File: config.mk
export PLATFORM = sky130hd
export DESIGN_NAME = free_block_mru_list_unit_flat
export DESIGN_NICKNAME = d
export VERILOG_FILES = /design/src/rtl/fbm_pkg.sv /design/src/rtl/fbm_in_if.sv /design/src/rtl/fbm_out_if.sv /design/src/rtl/fbm_ring.sv /design/src/rtl/fbm_ctrl.sv /design/src/rtl/free_block_mru_list_unit.sv /design/src/flat_wrapper.sv
export SDC_FILE = /design/constraint.sdc
export NUM_CORES = 1
export LEC_CHECK = 0
export ABC_AREA = 1
export BUFFER_PORTS_ARGS = -buffer_cell sky130_fd_sc_hd__buf_4
export CAP_MARGIN = 20
export CORE_ASPECT_RATIO = 1.4
export CORE_MARGIN = 4
export CORE_UTILIZATION = 55
export DETAILED_ROUTE_END_ITERATION = 8
export PLACE_DENSITY = 0.83
export SETUP_SLACK_MARGIN = 0.1
export SLEW_MARGIN = 0
export SYNTH_ARGS = -nofsm -noshare
export SYNTH_HDL_FRONTEND = slang
export SYNTH_HIERARCHICAL = 1
export SYNTH_SLANG_ARGS = --single-unit
File: constraint.sdc
create_clock -name clk_i -period 3.3 [get_ports clk_i]
set_input_delay 0.165 -clock clk_i [delete_from_list [all_inputs] [get_ports clk_i]]
set_output_delay 0.165 -clock clk_i [all_outputs]
set_load 0.01 [all_outputs]
File: src/rtl/fbm_pkg.sv
// Package with types, codes and defaults of the free-block MRU list.
`timescale 1ns / 1ps
package fbm_pkg;

  localparam int unsigned SLOTS_DEF      = 8;
  localparam int unsigned ADDR_WIDTH_DEF = 32;
  localparam int unsigned FIELD_ADDR_W   = 32;
  localparam int unsigned COUNT_W        = 4;

  typedef enum logic [1:0] {
    FUNC_APPEND  = 2'd0,
    FUNC_REMOVE  = 2'd1,
    FUNC_REPLACE = 2'd2
  } func_e;

  typedef enum logic [1:0] {
    ST_IDLE,
    ST_SEARCH,
    ST_APPLY,
    ST_FINISH
  } state_e;

  // Sequencer controls toward the datapath.
  typedef struct packed {
    logic rotate;
    logic search;
    logic apply;
    logic last;
    logic finish;
  } seq_t;

endpackage

File: src/rtl/fbm_in_if.sv
// Request channel interface: operation and addresses.
`timescale 1ns / 1ps
interface fbm_in_if;
  import fbm_pkg::*;

  logic                    valid;
  logic                    ready;
  logic [1:0]              func;
  logic [FIELD_ADDR_W-1:0] entry_addr;
  logic [FIELD_ADDR_W-1:0] old_addr;

  modport source (output valid, output func, output entry_addr, output old_addr,
                  input ready);
  modport sink   (input valid, input func, input entry_addr, input old_addr,
                  output ready);
endinterface

File: src/rtl/fbm_out_if.sv
// Result channel interface: match flag, dropped entry, count and head.
`timescale 1ns / 1ps
interface fbm_out_if;
  import fbm_pkg::*;

  logic                    valid;
  logic                    ready;
  logic                    found;
  logic                    dropped_valid;
  logic [FIELD_ADDR_W-1:0] dropped_addr;
  logic [COUNT_W-1:0]      entry_count;
  logic [FIELD_ADDR_W-1:0] head_addr;

  modport source (output valid, output found, output dropped_valid,
                  output dropped_addr, output entry_count, output head_addr,
                  input ready);
  modport sink   (input valid, input found, input dropped_valid,
                  input dropped_addr, input entry_count, input head_addr,
                  output ready);
endinterface

File: src/rtl/fbm_ring.sv
// Slot storage as a rotating ring with taps at the two front slots.
`timescale 1ns / 1ps
module fbm_ring #(
  parameter int unsigned SLOTS      = 8,
  parameter int unsigned ADDR_WIDTH = 32
) (
  input  logic                  clk_i,
  input  logic                  rst_ni,
  input  logic                  rotate_i,
  input  logic [ADDR_WIDTH-1:0] wr_data_i,
  output logic [ADDR_WIDTH-1:0] head_o,
  output logic [ADDR_WIDTH-1:0] tap1_o
);

  logic [ADDR_WIDTH-1:0] slot_q [SLOTS];

  // Advance every slot one place toward the front, feed the tail.
  always_ff @(posedge clk_i or negedge rst_ni) begin
    if (!rst_ni) begin
      for (int i = 0; i < SLOTS; i++) begin
        slot_q[i] <= '0;
      end
    end else if (rotate_i) begin
      for (int i = 0; i < SLOTS - 1; i++) begin
        slot_q[i] <= slot_q[i+1];
      end
      slot_q[SLOTS-1] <= wr_data_i;
    end
  end

  assign head_o = slot_q[0];
  assign tap1_o = slot_q[1];

endmodule

File: src/rtl/fbm_ctrl.sv
// Sequencer: search and apply passes over the ring, one slot per cycle.
`timescale 1ns / 1ps
module fbm_ctrl #(
  parameter int unsigned SLOTS = 8
) (
  input  logic         clk_i,
  input  logic         rst_ni,
  input  logic         start_i,
  input  logic         need_search_i,
  input  logic         out_free_i,
  output logic         in_ready_o,
  output fbm_pkg::seq_t seq_o
);
  import fbm_pkg::*;

  localparam int unsigned StepW = $clog2(SLOTS);

  state_e           state_q, state_d;
  logic [StepW-1:0] step_q, step_d;
  logic             last;

  assign last = (step_q == StepW'(SLOTS - 1));

  always_comb begin
    state_d = state_q;
    case (state_q)
      ST_IDLE: begin
        if (start_i) begin
          state_d = need_search_i ? ST_SEARCH : ST_APPLY;
        end
      end
      ST_SEARCH: begin
        if (last) begin
          state_d = ST_APPLY;
        end
      end
      ST_APPLY: begin
        if (last) begin
          state_d = ST_FINISH;
        end
      end
      ST_FINISH: begin
        if (out_free_i) begin
          state_d = ST_IDLE;
        end
      end
      default: state_d = ST_IDLE;
    endcase
  end

  always_comb begin
    seq_o      = '0;
    seq_o.last = last;
    in_ready_o = 1'b0;
    case (state_q)
      ST_IDLE:   in_ready_o = 1'b1;
      ST_SEARCH: begin
        seq_o.rotate = 1'b1;
        seq_o.search = 1'b1;
      end
      ST_APPLY: begin
        seq_o.rotate = 1'b1;
        seq_o.apply  = 1'b1;
      end
      ST_FINISH: seq_o.finish = 1'b1;
      default:   in_ready_o = 1'b0;
    endcase
  end

  // Count slots within a pass; wrap at the last one.
  always_comb begin
    step_d = step_q;
    if (seq_o.rotate) begin
      step_d = last ? '0 : step_q + StepW'(1);
    end
  end

  always_ff @(posedge clk_i or negedge rst_ni) begin
    if (!rst_ni) begin
      state_q <= ST_IDLE;
      step_q  <= '0;
    end else begin
      state_q <= state_d;
      step_q  <= step_d;
    end
  end

endmodule

File: src/rtl/free_block_mru_list_unit.sv
// Top level of the free-block MRU list: request and result channels, datapath.
`timescale 1ns / 1ps
// Keeps up to SLOTS free-block addresses, newest first, packed at the front;
// zero marks an empty slot and the list is empty after reset. func selects
// append (push at the front, push out the last entry of a full list),
// remove (take out the first match, close the gap) or replace (take out the
// first match of old_addr, put entry_addr at the front); code 3 does
// nothing. A zero search address never matches and a zero entry_addr is
// refused. The slots sit in a ring that turns one place per cycle past a
// single comparator; a request takes one turn of the ring, and a replace
// with a nonzero entry_addr takes one extra turn to search first.
// The request channel is ready only between requests; the result register
// lets a new request start while the previous result waits for transfer.
module free_block_mru_list_unit #(
  parameter int unsigned SLOTS      = fbm_pkg::SLOTS_DEF,
  parameter int unsigned ADDR_WIDTH = fbm_pkg::ADDR_WIDTH_DEF
) (
  input  logic       clk_i,
  input  logic       rst_ni,
  fbm_in_if.sink     in_i,
  fbm_out_if.source  out_o
);
  import fbm_pkg::*;

  localparam int unsigned CountW = $clog2(SLOTS + 1);

  // Sequencer
  seq_t seq;
  logic in_ready;
  logic start;
  logic need_search;
  logic out_free;

  // Request capture
  logic [ADDR_WIDTH-1:0] ea_in, oa_in;
  func_e                 op_q;
  logic [ADDR_WIDTH-1:0] ea_q, key_q;

  // Ring and working state
  logic [ADDR_WIDTH-1:0] ring_head, ring_tap1, ring_wr;
  logic [ADDR_WIDTH-1:0] carry_q, carry_d;
  logic                  match_q, match_d;
  logic                  found_q, found_d;
  logic                  cmp_hit;
  logic [CountW-1:0]     count_q, count_next;

  // Result register
  logic                    out_valid_q;
  logic                    res_found_q, res_found;
  logic                    res_dvalid_q, res_dvalid;
  logic [FIELD_ADDR_W-1:0] res_daddr_q;
  logic [COUNT_W-1:0]      res_count_q;
  logic [FIELD_ADDR_W-1:0] res_head_q;

  // Only the low ADDR_WIDTH bits of an address take part.
  assign ea_in = ADDR_WIDTH'(in_i.entry_addr);
  assign oa_in = ADDR_WIDTH'(in_i.old_addr);

  assign start       = in_i.valid && in_ready;
  assign need_search = (in_i.func == FUNC_REPLACE) && (ea_in != '0);
  assign out_free    = !out_valid_q || out_o.ready;
  assign in_i.ready  = in_ready;

  fbm_ctrl #(
    .SLOTS(SLOTS)
  ) u_ctrl (
    .clk_i         (clk_i),
    .rst_ni        (rst_ni),
    .start_i       (start),
    .need_search_i (need_search),
    .out_free_i    (out_free),
    .in_ready_o    (in_ready),
    .seq_o         (seq)
  );

  fbm_ring #(
    .SLOTS      (SLOTS),
    .ADDR_WIDTH (ADDR_WIDTH)
  ) u_ring (
    .clk_i     (clk_i),
    .rst_ni    (rst_ni),
    .rotate_i  (seq.rotate),
    .wr_data_i (ring_wr),
    .head_o    (ring_head),
    .tap1_o    (ring_tap1)
  );

  // Capture the request; remove searches entry_addr, replace old_addr.
  always_ff @(posedge clk_i) begin
    if (start) begin
      op_q  <= func_e'(in_i.func);
      ea_q  <= ea_in;
      key_q <= (in_i.func == FUNC_REPLACE) ? oa_in : ea_in;
    end
  end

  // The one shared comparator: front slot against the search key.
  assign cmp_hit = (ring_head == key_q) && (key_q != '0);

  // Per-slot step of a pass. By default the front slot goes back to the
  // tail unchanged, so a full turn restores the list.
  always_comb begin
    ring_wr = ring_head;
    carry_d = carry_q;
    match_d = match_q;
    found_d = found_q;
    if (start) begin
      carry_d = ea_in;
      match_d = 1'b0;
      found_d = 1'b0;
    end else if (seq.search) begin
      if (cmp_hit) begin
        found_d = 1'b1;
      end
    end else if (seq.apply) begin
      case (op_q)
        FUNC_APPEND: begin
          // Delay the stream by one slot; the new address leads.
          if (ea_q != '0) begin
            ring_wr = carry_q;
            carry_d = ring_head;
          end
        end
        FUNC_REMOVE: begin
          // From the match on, take the next slot; empty the last one.
          if (match_q || cmp_hit) begin
            match_d = 1'b1;
            ring_wr = seq.last ? '0 : ring_tap1;
          end
        end
        FUNC_REPLACE: begin
          // Delay the stream up to and including the match, then copy.
          if (found_q && !match_q) begin
            ring_wr = carry_q;
            carry_d = ring_head;
            if (cmp_hit) begin
              match_d = 1'b1;
            end
          end
        end
        default: ring_wr = ring_head;
      endcase
    end
  end

  always_ff @(posedge clk_i) begin
    carry_q <= carry_d;
  end

  // Result of the finished pass; the ring head is the new front slot.
  always_comb begin
    res_found  = 1'b0;
    res_dvalid = 1'b0;
    count_next = count_q;
    case (op_q)
      FUNC_APPEND: begin
        if (ea_q != '0) begin
          res_found = 1'b1;
          if (count_q == CountW'(SLOTS)) begin
            res_dvalid = 1'b1;
          end else begin
            count_next = count_q + CountW'(1);
          end
        end
      end
      FUNC_REMOVE: begin
        if (match_q) begin
          res_found  = 1'b1;
          count_next = count_q - CountW'(1);
        end
      end
      FUNC_REPLACE: res_found = found_q;
      default:      res_found = 1'b0;
    endcase
  end

  always_ff @(posedge clk_i or negedge rst_ni) begin
    if (!rst_ni) begin
      match_q     <= 1'b0;
      found_q     <= 1'b0;
      count_q     <= '0;
      out_valid_q <= 1'b0;
    end else begin
      match_q <= match_d;
      found_q <= found_d;
      if (seq.finish && out_free) begin
        count_q     <= count_next;
        out_valid_q <= 1'b1;
      end else if (out_o.ready) begin
        out_valid_q <= 1'b0;
      end
    end
  end

  // Load the result only when the previous one has been transferred.
  always_ff @(posedge clk_i) begin
    if (seq.finish && out_free) begin
      res_found_q  <= res_found;
      res_dvalid_q <= res_dvalid;
      res_daddr_q  <= res_dvalid ? FIELD_ADDR_W'(carry_q) : '0;
      res_count_q  <= COUNT_W'(count_next);
      res_head_q   <= FIELD_ADDR_W'(ring_head);
    end
  end

  assign out_o.valid         = out_valid_q;
  assign out_o.found         = res_found_q;
  assign out_o.dropped_valid = res_dvalid_q;
  assign out_o.dropped_addr  = res_daddr_q;
  assign out_o.entry_count   = res_count_q;
  assign out_o.head_addr     = res_head_q;

endmodule

File: src/flat_wrapper.sv
// flat-port wrapper written by rule: the top's interface ports become plain ports
module free_block_mru_list_unit_flat import fbm_pkg::*;
#(
  parameter int unsigned SLOTS      = fbm_pkg::SLOTS_DEF,
  parameter int unsigned ADDR_WIDTH = fbm_pkg::ADDR_WIDTH_DEF
)
  (clk_i, rst_ni, in_i_valid, in_i_func, in_i_entry_addr, in_i_old_addr, in_i_ready, out_o_valid, out_o_found, out_o_dropped_valid, out_o_dropped_addr, out_o_entry_count, out_o_head_addr, out_o_ready);
  fbm_in_if in_i_i ();
  fbm_out_if out_o_i ();
  input  logic clk_i;
  input  logic rst_ni;
  input wire logic [$bits(in_i_i.valid)-1:0] in_i_valid;
  input wire logic [$bits(in_i_i.func)-1:0] in_i_func;
  input wire logic [$bits(in_i_i.entry_addr)-1:0] in_i_entry_addr;
  input wire logic [$bits(in_i_i.old_addr)-1:0] in_i_old_addr;
  output wire logic [$bits(in_i_i.ready)-1:0] in_i_ready;
  output wire logic [$bits(out_o_i.valid)-1:0] out_o_valid;
  output wire logic [$bits(out_o_i.found)-1:0] out_o_found;
  output wire logic [$bits(out_o_i.dropped_valid)-1:0] out_o_dropped_valid;
  output wire logic [$bits(out_o_i.dropped_addr)-1:0] out_o_dropped_addr;
  output wire logic [$bits(out_o_i.entry_count)-1:0] out_o_entry_count;
  output wire logic [$bits(out_o_i.head_addr)-1:0] out_o_head_addr;
  input wire logic [$bits(out_o_i.ready)-1:0] out_o_ready;
  assign in_i_i.valid = in_i_valid;
  assign in_i_i.func = in_i_func;
  assign in_i_i.entry_addr = in_i_entry_addr;
  assign in_i_i.old_addr = in_i_old_addr;
  assign in_i_ready = in_i_i.ready;
  assign out_o_valid = out_o_i.valid;
  assign out_o_found = out_o_i.found;
  assign out_o_dropped_valid = out_o_i.dropped_valid;
  assign out_o_dropped_addr = out_o_i.dropped_addr;
  assign out_o_entry_count = out_o_i.entry_count;
  assign out_o_head_addr = out_o_i.head_addr;
  assign out_o_i.ready = out_o_ready;
  free_block_mru_list_unit #(.SLOTS(SLOTS), .ADDR_WIDTH(ADDR_WIDTH)) u_core (.clk_i(clk_i), .rst_ni(rst_ni), .in_i(in_i_i), .out_o(out_o_i));
endmodule
## Yosys cells after proc, flatten, opt, wreduce, memory -nomap -nowiden

Index checks and enable logic that the tools add are counted.

- Bits in registers: 436
- Output and inout bits: 72
- Bits of input ports: 70
- Logic and storage cells: 117

- Add/sub/neg operators: 3
- Muxes and demuxes: 48
- Reductions and logical operators: 25
- Eq/ne operators: 18

Operators with widths:

| operator | count |
|---|---|
| $mux 32 | 13 |
| $pmux 32 s3 | 1 |
| $reduce_bool 32->1 | 3 |
| $pmux 32 s2 | 1 |
| $eq 32x32->1 | 1 |
| $mux 1 | 20 |
| $mux 4 | 3 |
| $ne 3x1->1 const B | 4 |
| $mux 2 | 5 |
| $eq 2x2->1 const B | 4 |
| $pmux 2 s4 | 1 |
| $pmux 4 s2 | 1 |
| $reduce_bool 2->1 | 4 |
| $ne 2x2->1 const B | 3 |
| $reduce_and 6->1 | 1 |
| $reduce_bool 3->1 | 2 |
| $logic_and 1x1->1 | 5 |
| $reduce_and 5->1 | 1 |
| $add 4x1->4 const B | 1 |
| $eq 2x1->1 const B | 2 |
| $eq 4x4->1 const B | 1 |
| $logic_not 2->1 | 2 |
| $ne 2x1->1 const B | 2 |
| $reduce_and 4->1 | 1 |
| other kinds (10) | 12 |

## Logic depth before layout (Yosys ltp)

- Depth after elaboration: 8
- Mapped depth: 16

## Hierarchy

The synthesis kept the hierarchy.

Modules (own cells, without submodules):

| module | sequential area each (um^2) | instances | area each (um^2) | cells an instance |
|---|---|---|---|---|
| fbm_ring | 6,406.1 | 1 | 10,289.9 | 1,146 |
| free_block_mru_list_unit | 5,220.0 | 1 | 9,123.8 | 985 |
| fbm_ctrl | 125.1 | 1 | 335.3 | 39 |

## Least setup slack after synthesis

Ideal clock, no wire load.

- Path kind: reg2reg
- From: register u_core.u_ctrl.state_q[0]
- To: register u_core.u_ctrl.state_q[0]
- Path slack: -0.382 ns
- Arrival: 3.565 ns
- Stages on the path, launching flop included: 13
- Clock period less this slack: 3.682 ns
- Required time: 3.183 ns
- Buffers on the path: 1
- Cells stage by stage: dfrtp_1 > inv_1 > ha_1 > nand2_1 > clkinv_1 > clkbuf_1 > inv_1 > nand2_1 > nand2_1 > inv_1 > nand2_1 > nand2_1 > nand2_1

- Longest elaborated chain between the ends: 5
- Elaborated cells between the ends (all ways): 12
- Classes of those cells: eq/ne (7); mux (2); reduce/logical (3)

RTL lines:

| item | line | source |
|---|---|---|
| start, declared | fbm_ctrl.sv:18 | `state_e state_q, state_d;` |
| start signal, assigned | fbm_ctrl.sv:83 | `state_q <= state_d;` |
| $logic_not 2->1 | fbm_ctrl.sv:55 | `case (state_q)` |
| $mux 1 | fbm_ctrl.sv:55 |  |
| via in_i_ready | flat_wrapper.sv:16 | `output wire logic [$bits(in_i_i.ready)-1:0] in_i_ready;` |
| $logic_and 1x1->1 | free_block_mru_list_unit.sv:59 | `assign start = in_i.valid && in_ready;` |
| via u_core.start | free_block_mru_list_unit.sv:30 | `logic start;` |
| $ne 2x1->1 (no source line) | -- |  |
| $reduce_and 4->1 (no source line) | -- |  |

The timed path passes the listed nets, and every way through them passes these cells.
A chain may end at the register's enable or synchronous reset.

## Worst setup path in the final report

- From: register u_core.u_ctrl.state_q[0]
- To: register u_core.u_ctrl.state_q[1]

- Longest elaborated chain between the ends: 5
- Elaborated cells between the ends (all ways): 12
- Classes of those cells: eq/ne (7); mux (2); reduce/logical (3)

RTL lines:

| item | line |
|---|---|
| $logic_not 2->1 | fbm_ctrl.sv:26, fbm_ctrl.sv:55 |
| $mux 1 | fbm_ctrl.sv:55 |
| $logic_and 1x1->1 | free_block_mru_list_unit.sv:59 |
| $ne 2x1->1 (no source line) | -- |
| $reduce_and 4->1 (no source line) | -- |

Several ways; a longest one is shown, not always the timed one.

==> metrics <==
sequential share of power between 40% and 50%; Yosys warning total 6; f_max between 300 and 400 MHz; hold depth 3; hold buffers post-CTS 64; chip width 168 um; Setup TNS Final 0 ns; site row count between 80 and 90; clk_skew between 0.03 and 0.04 ns; HPWL after DPL between 30 and 40 mm; Synth Cell Area between 15,000 and 20,000 um2; first-pass GRT wire length 77.3 mm; pwr dens 931 nW/um2; Root Driver clkbuf_16; syn_nets roughly 2,200; total CTS buffers 39; grt ovf 0; Static Leak between 0.01 and 0.015 uW; Synth Register Bits about 440; Final Instance Area between 20,000 and 25,000 um2; clock tree buffer depth 3; RSZ-0062 raised after global routing false; # setup viols final 0; Slew @ Worst Pin ~1.1 ns; Clk pwr share roughly a fifth; max-slew violation count 0; core area approximately 35,000 um2; IO Port Bufs ~140; Switching Fraction about two fifths; outcome finished, final reports clean; share of cells above drive strength 1 a little under an eighth; Crit Path Max Fanout 50; GRT Resource Usage Total between 20% and 30%; slew margin rel. between 20% and 30%; r2r startpoint u_core/u_ctrl/state_q[0]; Worst Setup Start Kind register; synth-to-layout area growth 13.4%; number of failing hold endpoints at the final stage 0; footprint of the multi-input gates about 6300 um2; drt pass-1 iters 6; Critical Path End Type register; largest net degree at the start of global routing 177; Worst IR Drop VDD about 0.0011 V; Comb pwr share between 30% and 40%; internal power between 10,000 and 15,000 uW; Post-CTS Setup Repair Bufs 0; Post-Place Cell Area ~21,000 um2; net switching power ~8000 uW; CTS tree yes; worst reg2reg path endpoint u_core/u_ctrl/state_q[1]; post-cts gate resize count 0; Reg clk slew, reported paths 0.07 ns; die area approximately 39,000 um2; DRT Wirelength 48.0 mm; number of remaining DRC errors 0; Seq/Total Area, Yosys approximately 60%; Post-Syn Instances 2,170; Clock Latency Late Sink roughly 0.56 ns; CTS sink cnt ~440; initial antenna violation count 0; number of global-route vias before repair about 15,000; wire per inst 17.4 um; Starting Density between 50 and 60%; Antenna Violating Nets Remaining 0; Hold Crit Class input pin to register; r2r worst-path depth 13; CP Data Arrival Time 3.07 ns; Fill cells between 2,000 and 3,000; R2R setup slack 0.70 ns; CP required between 3 and 4 ns; Unique masters post-synth 42; FF+latch area about 12,000 um2; min cycle time layout ~2.6 ns; Vias/cell 5.48; Inserted Diodes 0; gpl congestion about 0.90; # nets final around 2,400; Hold Path Origin in_i_old_addr[0]; H-tree Lvls 2; hold worst-path end u_core/key_q[0]; Initial DRC Count slightly below 2,000; period utilisation layout between 70% and 80%; critical path type register to register; Max-cap violations 0; Die H around 230 um; DR vias ~15,000; mean post-synth cell area between 9 and 10 um2; io pins about 140
## stage by stage
step	total power, uW	util (%)	instances	hold WS [ns]	setup WS, ns
3_3_place_gp	15900	58.4	2628	0.279	0.856
6_report	20800	63.7	2759	0.0273	0.702
4_1_cts	20800	63.7	2759	0.0115	0.768
3_5_place_dp	16300	58.4	2628	0.289	0.800
2_1_floorplan	15100	-	2170	-0.131	0.682
5_1_grt	22200	63.7	2759	0.0243	0.512
## placed cells by master, fill, tap and decap left out, types with 3 or more instances in the layout
master / count
nand2_1: 984
dfrtp_1: 268
edfxtp_1: 168
buf_4: 162
inv_1: 110
nor2_1: 105
a21oi_1: 91
nand3_1: 65
dlygate4sd3_1: 64
clkbuf_16: 40
o21ai_0: 38
nor3_1: 35
a21boi_1: 30
xnor2_1: 26
clkbuf_1: 10
inv_2: 10
nand4_1: 10
mux2_2: 10
buf_12: 10
clkinv_2: 8
nand3_2: 8
ha_1: 7
nor4_1: 4
clkbuf_8: 3
clkinv_1: 3
nor2_4: 3
nor2_2: 3
## area by class of cell
cell class / count / area share, %
Sequential cell: 436 / 52.5
Multi-Input combinational cell: 1440 / 28.2
Timing Repair Buffer: 237 / 9.25
Clock buffer: 53 / 4.82
Tap cell: 456 / 2.55
Inverter: 123 / 2.09
Clock inverter: 14 / 0.570
## registers in the layout, summed over array words and instances, names as in the netlist
register                    count
u_core/found_q                  1
u_core/out_o.valid              1
u_core/u_ctrl/state_q           2
u_core/carry_q                 32
u_core/count_q                  4
u_core/op_q                     2
u_core/key_q                   32
u_core/ea_q                    32
u_core/out_o.dropped_addr      32
u_core/u_ctrl/step_q            3
u_core/out_o.found              1
u_core/match_q                  1
u_core/u_ring/head_o           32
u_core/out_o.head_addr         32
u_core/u_ring/tap1_o           32
u_core/out_o.dropped_valid      1
u_core/out_o.entry_count        4
u_core/u_ring/slot_q          192
## Yosys cell counts, drive strengths merged
cell    number  area share, %
a41oi        1          0.044
o22ai        2          0.063
nand2      987             19
a21boi      32            1.2
clkbuf      27           0.51
o21ai       40            1.0
nand3       74            2.1
dfrtp      268             34
o211ai       3           0.14
edfxtp     168             26
xnor2       26            1.2
nor2       111            2.2
nor3        35           0.89
a31o         1          0.044
a31oi        1          0.032
a21oi       93            2.4
xor2         2          0.089
ha           8           0.51
nor4         4           0.13
inv        121            2.3
buf        144            5.8
clkinv       2          0.038
nand4       10           0.32
mux2        10           0.57
## power groups by stage
stage          sequential, uW  combinational, uW  clock [uW]
3_5_place_dp             9010               7250           0
5_1_grt                  9170               8350        4690
2_1_floorplan            8650               6480           0
4_1_cts                  8940               7390        4450
3_3_place_gp             8940               6980           0
6_report                 9000               7460        4390
## layer usage
metal,wire length (um),vias to the layer above,GRT usage [%]
li1,-,7007,-
met1,18800,7195,32.5
met2,22900,778,39.9
met3,4120,138,4.29
met4,2080,0,10.0
met5,0,-,0
## cells by family (layout without fill, tap and decap cells)
kind of cell,Yosys count,after routing,share of synthesized area (%)
and+or+nand+nor,1221,1221,24.5
DFF,436,436,59.5
buffers and inverters,294,427,8.68
AOI/OAI and AO/OA,173,173,4.97
xor gates and xnor gates,28,28,1.24
muxes,10,10,0.570
adders and majority gates,8,8,0.507
## how the worst max path moves through the flow
stage / end / depth (start not counted) / slack (ns) / start
4_1_cts: u_core/u_ctrl/state_q[1] / 13 / 0.77 / u_core/u_ctrl/state_q[0]
3_5_place_dp: u_core/u_ctrl/state_q[0] / 13 / 0.80 / u_core/u_ctrl/state_q[0]
3_3_place_gp: u_core/u_ring/slot_q[11] / 14 / 0.86 / u_core/u_ring/head_o[29]
5_1_grt: u_core/u_ctrl/state_q[1] / 13 / 0.51 / u_core/u_ctrl/state_q[0]
2_1_floorplan: u_core/u_ctrl/state_q[0] / 12 / 0.68 / u_core/u_ctrl/state_q[0]
6_report: u_core/u_ctrl/state_q[1] / 13 / 0.70 / u_core/u_ctrl/state_q[0]
## critical path, stage by stage (launching register included)
cell and delay (ns):
dfrtp_1 0.41, inv_1 0.12, ha_4 0.19, nand2_1 0.12, buf_4 0.42, clkinv_2 0.46, buf_4 0.38, inv_1 0.08
nand2_1 0.05, nand2_1 0.06, inv_1 0.06, nand2_1 0.07, nand2_1 0.05, nand2_1 0.06
Power figures use the tool's default switching activity.
